**config.mk**
```make
export PLATFORM = sky130hd
export DESIGN_NAME = mbe_ctrl
export DESIGN_NICKNAME = d
export VERILOG_FILES = /design/src/rtl/mbe_pkg.sv /design/src/rtl/mbe_ctrl.sv
export VERILOG_INCLUDE_DIRS = /design/src /design/src/rtl
export SDC_FILE = /design/constraint.sdc
export NUM_CORES = 1
export LEC_CHECK = 0
export BUFFER_PORTS_ARGS = -buffer_cell sky130_fd_sc_hd__buf_2
export CAP_MARGIN = 0
export CORE_AREA = 2 2 39 41
export DETAILED_ROUTE_END_ITERATION = 12
export DIE_AREA = 0 0 41 43
export MAX_ROUTING_LAYER = met4
export PLACE_DENSITY = 0.5
export SLEW_MARGIN = 20
export SYNTH_ARGS = -nofsm -noshare
export SYNTH_HDL_FRONTEND = slang
export SYNTH_SLANG_ARGS = --single-unit
```
**constraint.sdc**
```tcl
create_clock -name clk -period 2.4 [get_ports clk]
set_input_delay 0.12 -clock clk [delete_from_list [all_inputs] [get_ports clk]]
set_output_delay 0.12 -clock clk [all_outputs]
set_load 0.05 [all_outputs]
```
**src/rtl/assert_macros.svh**
```systemverilog
// Assertion macros shared by the escape-time RTL.
// Each macro expects clk and rst to be visible where it is used.
`ifndef ASSERT_MACROS_SVH
`define ASSERT_MACROS_SVH

// property checked at every clock edge out of reset
`define MBE_ASSERT(label, prop, msg) \
  label: assert property (@(posedge clk) disable iff (rst) (prop)) else $error(msg);

// consequence in the cycle after the antecedent
`define MBE_ASSERT_NEXT(label, ante, cons, msg) \
  label: assert property (@(posedge clk) disable iff (rst) (ante) |=> (cons)) else $error(msg);

`endif

```
**src/rtl/mbe_pkg.sv**
```systemverilog
// Constants, state codes and control structs for the escape-time block.
// No dependencies; used by the interfaces, controller, datapath and top level.
package mbe_pkg;

  localparam int DATA_WIDTH  = 32;
  localparam int FRAC_BITS   = 28;
  localparam int COUNT_WIDTH = 13;
  localparam int ITER_WIDTH  = 12;
  localparam int PROD_W      = 2 * DATA_WIDTH;
  localparam int SUM_W       = PROD_W + 2;

  localparam logic [ITER_WIDTH-1:0] ITER_RESET = ITER_WIDTH'(1024);

  typedef enum logic [4:0] {
    S_IDLE = 5'b00001,
    S_MUL  = 5'b00010,
    S_ADD  = 5'b00100,
    S_UPD  = 5'b01000,
    S_EMIT = 5'b10000
  } state_t;

  typedef struct packed {
    logic load;
    logic mul_en;
    logic add_en;
    logic upd_en;
    logic emit;
  } dp_cmd_t;

  typedef struct packed {
    logic stop;
  } dp_status_t;

endpackage

```
**src/rtl/mbe_ctrl.sv**
```systemverilog
// Sequencer for the escape-time loop: multiply, sum/compare, update, emit.
// Depends on mbe_pkg and assert_macros.svh.
`include "assert_macros.svh"

module mbe_ctrl (
  input  logic                clk,
  input  logic                rst,
  input  logic                in_valid,
  output logic                in_ready,
  output logic                out_valid,
  input  logic                out_ready,
  output mbe_pkg::dp_cmd_t    cmd,
  input  mbe_pkg::dp_status_t status
);
  import mbe_pkg::*;

  state_t state, state_next;
  logic   out_free;
  logic   in_accept;

  assign in_ready  = (state == S_IDLE);
  assign in_accept = in_valid && in_ready;
  assign out_free  = !out_valid || out_ready;

  always_comb begin
    state_next = state;
    cmd        = '0;
    case (state)
      S_IDLE: begin
        if (in_valid) begin
          cmd.load   = 1'b1;
          state_next = S_MUL;
        end
      end
      S_MUL: begin
        cmd.mul_en = 1'b1;
        state_next = S_ADD;
      end
      S_ADD: begin
        cmd.add_en = 1'b1;
        state_next = S_UPD;
      end
      S_UPD: begin
        if (status.stop) begin
          state_next = S_EMIT;
        end else begin
          cmd.upd_en = 1'b1;
          state_next = S_MUL;
        end
      end
      S_EMIT: begin
        if (out_free) begin
          cmd.emit   = 1'b1;
          state_next = S_IDLE;
        end
      end
      default: state_next = S_IDLE;
    endcase
  end

  always_ff @(posedge clk) begin
    if (rst) begin
      state     <= S_IDLE;
      out_valid <= 1'b0;
    end else begin
      state <= state_next;
      if (cmd.emit) begin
        out_valid <= 1'b1;
      end else if (out_ready) begin
        out_valid <= 1'b0;
      end
    end
  end

  `MBE_ASSERT_NEXT(a_accept_starts, in_accept, state == S_MUL, "accept did not start loop")
  `MBE_ASSERT_NEXT(a_emit_valid, cmd.emit, out_valid, "emit did not raise result valid")
  `MBE_ASSERT(a_emit_free, !cmd.emit || out_free, "emit over an untaken result")

endmodule

```
Word level (Yosys, flattened, before mapping)

Cells that the tools add are included.
Widths: inputs -> output; s select.

Flip-flop bits (word level): 6
Input bits: 5
Output and inout bits: 7
Word-level logic and storage cells: 27

Equality and inequality tests: 7
Mux-type cells: 14
Reduce and logical (&&, ||, !) cells: 4

Operator list:

| operator           | count |
|---|---|
| $pmux 5 s5         | 1 |
| $mux 5             | 3 |
| $mux 1             | 10 |
| $eq 5x1->1 const B | 1 |
| $eq 5x2->1 const B | 1 |
| $eq 5x3->1 const B | 1 |
| $eq 5x4->1 const B | 1 |
| $eq 5x5->1 const B | 1 |
| $ne 2x2->1 const B | 2 |
| $reduce_and 2->1   | 1 |
| $reduce_bool 2->1  | 1 |
| $logic_not 1->1    | 1 |
| $logic_or 1x1->1   | 1 |

Longest topological paths before layout

Depth in word-level cells: 5
Mapped depth: 5
Mapped depth without buffers: 3

Worst setup path before layout

OpenSTA, ideal clock, no wires.

Kind: reg-to-output
Start: register state[3]
End: output cmd[4] in the netlist's numbering
Arrival: 1.464 ns
Path slack: 0.816 ns
Cell stages (with the launch flop): 4
Path buffers: 0
Cells stage by stage: dfxtp_1 -> nor2_1 -> and3_2 -> and2_1

RTL lines:

| item                   | RTL line       | RTL |
|---|---|---|
| from (decl)            | mbe_ctrl.sv:17 | `state_t state, state_next;` |
| from (signal assigned) | mbe_ctrl.sv:66 | `state <= state_next;` |
| to (decl)              | mbe_ctrl.sv:12 | `output mbe_pkg::dp_cmd_t cmd,` |

==> results.md <==
- The total inserted antenna cells is 0.
- The remaining global-route overflow is 0.
- Leaving out fill and tap cells, the most frequent cell in the layout is buf_2.
- The cell type contributing the most total cell area after synthesis is dfxtp_1.
- The final weighted congestion of routability-driven global placement is between 0.8 and 0.9.
- Yosys mapped the design onto 21 distinct sky130hd cell types.
- The maximum fanout count along the critical path is 8.
- The pre-CTS setup slack is approximately 1.0 ns.
- The final critical-path required period is 1.65 ns.
- The count of pins over their slew limit is 0.
- The vias after detailed routing is 351.
- The achievable frequency is 0.606 GHz.
- The Yosys step of the flow raised 0 warnings.
- The tree is rooted in a clkbuf_4.
- Once the clock tree was built, the resizer swapped 0 gates to a different size.
- The worst hold path belongs to the class in2reg.
- For this design the top-level I/O count stands at 12.
- Synthesis produced between 40 and 50 cells.
- The floorplan step defined a die boundary enclosing between 1500 and 2000 sq um.
- The buffer and inverter count on the worst path is 1.
- The top cell types in the final layout, fill and taps aside, are buf_2, nor2_1, dfxtp_1.
- The effective utilization at floorplan is 0.239.
- The number of maximum-capacitance violations is 0.
- For this run, design rule violations remaining after detail routing come to 0.
- After detailed routing, the average wire length per cell comes to 10.8 um.
- The delay of the slowest critical-path stage is about 0.37 ns.
- The number of nets in the synthesized netlist is 48.
- The floorplan die width is ~41 um.
- In the final timing run, aggregate negative setup slack is 0 ns.
- The latest clock arrival within the worst-skew pair is 0.25 ns.
- The number of iterations in the first detailed-routing pass is 4.
- From bottom edge to top edge, the die measures ~43 um.
- Setup violations remaining at the end of the flow were counted as 0.
- Compared with the post-synthesis result, the final layout area differs by 25.8%.
- The iteration-0 DRC count of the detailed router is 10.
- The number of antenna violations at the first check in global routing was 0.
- TritonCTS built the clock tree.
- During placement, the flow inserted port buffers numbering 11.
- Setup repair after global routing left no endpoint under its margin.
- The floorplan step defined a core boundary enclosing 1380 sq um.
- For this block, the routed nets add up to 765 um of wire.
- The TritonCTS buffer count is 3.
- The total of hold buffers inserted after clock tree synthesis is 0.
- The final total power is 265 uW.
- For the worst setup path, the data arrival time is roughly 1.5 ns.
- The overall routing resource usage is 0.112.
- The startpoint identified for the worst register-to-register timing path is state[0].
- The net total in the final layout is 62.
- The worst vdd rail ir drop is ~190 uV.
- The tree built by TritonCTS fans out to 6 sinks.
- The slowest cell on the critical path is nor2_1.
- The H-tree depth reported by CTS is 1.
- The proportion of synthesized chip area in sequential cells is 0.364.
- The detailed-route vias per instance is 4.94.
- The first-pass GRT wire length is approximately 1200 um.
- In the finished design, the share of the clock period the worst path needs comes to 0.687.
- After synthesis the netlist holds a flip-flop and latch count of 6.
- In the final layout, the share of cells above drive strength 1 is 0.291.
- The run finished with clean final reports.
- For this design the ratio of total power to cell area is 638 nW/um^2.
- Setup slack on the critical path of the routed design comes to 0.751 ns.
- The floorplan has 14 rows.
- The endpoint required time on the critical path is 2.28 ns.
- The logic depth of the worst path, buffers included is 4.
- Measured against its own limit, the worst slew margin works out to 0.725.
- The worst-case register-to-register setup slack is 1.01 ns.
- Clock-pin slew was measured on the worst setup and hold paths at 0.05 ns.
- The longest clock path from root to sink contains 2 buffers.
- The area share of the largest cell type after synthesis is 0.364.
- A synthesized cell averages 7.68 sq um.
- The most critical setup path has its endpoint at cmd[2].
- STA classifies the critical path startpoint as a register.
- The critical path start-end classification is reg2out.
- The final core utilization is 0.300.
- The count of nets left with antenna violations after detail routing is 0.
- The critical path goes through nor2_1 > nand3_1 > nor2_1 > buf_2.
- At the pin with the least slew margin, the transition time is 0.411 ns.
- The origin of the worst setup path is state[0].
- Once detailed placement completed, the half-perimeter wirelength came to 596 um.
- Summing every instance area after synthesis gives 330 sq um.
- The via count of the first global-routing pass was 287.
- Entering global routing, the biggest net connects 9 pins.
- The most repeated library cell on the critical path is nor2_1.
- The leakage power total is around 0.00018 uW.
- The worst reg2reg path depth is 3.
- The setup skew after layout is 0.00756 ns.
- In this run the critical register-to-register path is captured at state[0].
- STA classifies the critical path endpoint as an output pin.
- The family of cells with the greatest summed delay on the critical path is simple AND/OR/NAND/NOR gates.
- The count of endpoints failing hold in the final timing report is 0.
- The number of setup buffers added after CTS is 0.
- By area the synthesized netlist is led by dfxtp_1, nor2_1, a311o_1.
## per-layer routing
metal  vias up  share of wire  track usage
met5         -              0            -
met4         0          0.033        0.100
met3         4          0.060       0.0471
met2        12           0.41        0.125
met1       155           0.50        0.144
li1        180              -            -
## final cells by class
type	count	area, sq um
timing repair buffer	11	55.1
multi-input combinational	32	186
sequential	6	120
tap	16	20.0
inverter	3	11.3
fill	163	968
clock buffer	3	22.5
## metrics by stage
stage | hold slack, ns | instance area (sq um) | cells
floorplan | 0.192 | 330 | 43
global placement | 0.327 | 393 | 68
detailed placement | 0.326 | 393 | 68
CTS | 0.0630 | 415 | 71
global route | 0.0658 | 415 | 71
finish | 0.0623 | 415 | 71
## report_power, final
part	internal, uW	switching (uW)	leakage (uW)
Combinational	19.6	38.0	0.000116
Sequential	104	6.24	0.0000488
Clock	56.8	40.3	0.0000138
## how the worst min path moves through the flow
stage	start	endpoint	slack, ns	cells past startpoint
finish	rst	out_valid	0.06	2
global route	rst	out_valid	0.07	2
CTS	rst	out_valid	0.06	2
detailed placement	rst	out_valid	0.33	2
global placement	rst	out_valid	0.33	2
floorplan	rst	out_valid	0.19	1
## synthesized netlist by cell type
master	number
a31oi_1	2
nor4b_1	1
and3_2	1
a21oi_1	2
nor2b_1	1
buf_4	1
clkbuf_2	1
nor3_1	2
nor2_1	9
nand2b_1	1
a41o_2	1
a311o_1	2
nand2_1	1
and2_1	1
inv_1	3
nor3b_1	1
nand4_1	2
dfxtp_1	6
o21a_1	1
nand3_1	3
nand3b_1	1
## worst reg2reg max path, cell delays in order, from the launching register on
cell and delay (ns):
dfxtp_1 0.36, nor2_1 0.37, nand4_1 0.18, a311o_1 0.36
## flip-flops by register name, indices dropped and copies added (netlist names)
signal and cells:
out_valid 1, state 5
## logic make-up (layout without fill, tap and decap cells)
kind of cell           Yosys count  in the layout  share of synthesized area
AOI/OAI and AO/OA                8              8                      0.186
and+or+nand+nor                 24             24                      0.379
buffers and inverters            5             17                     0.0720
DFF                              6              6                      0.364
Power figures use the tool's default switching activity.
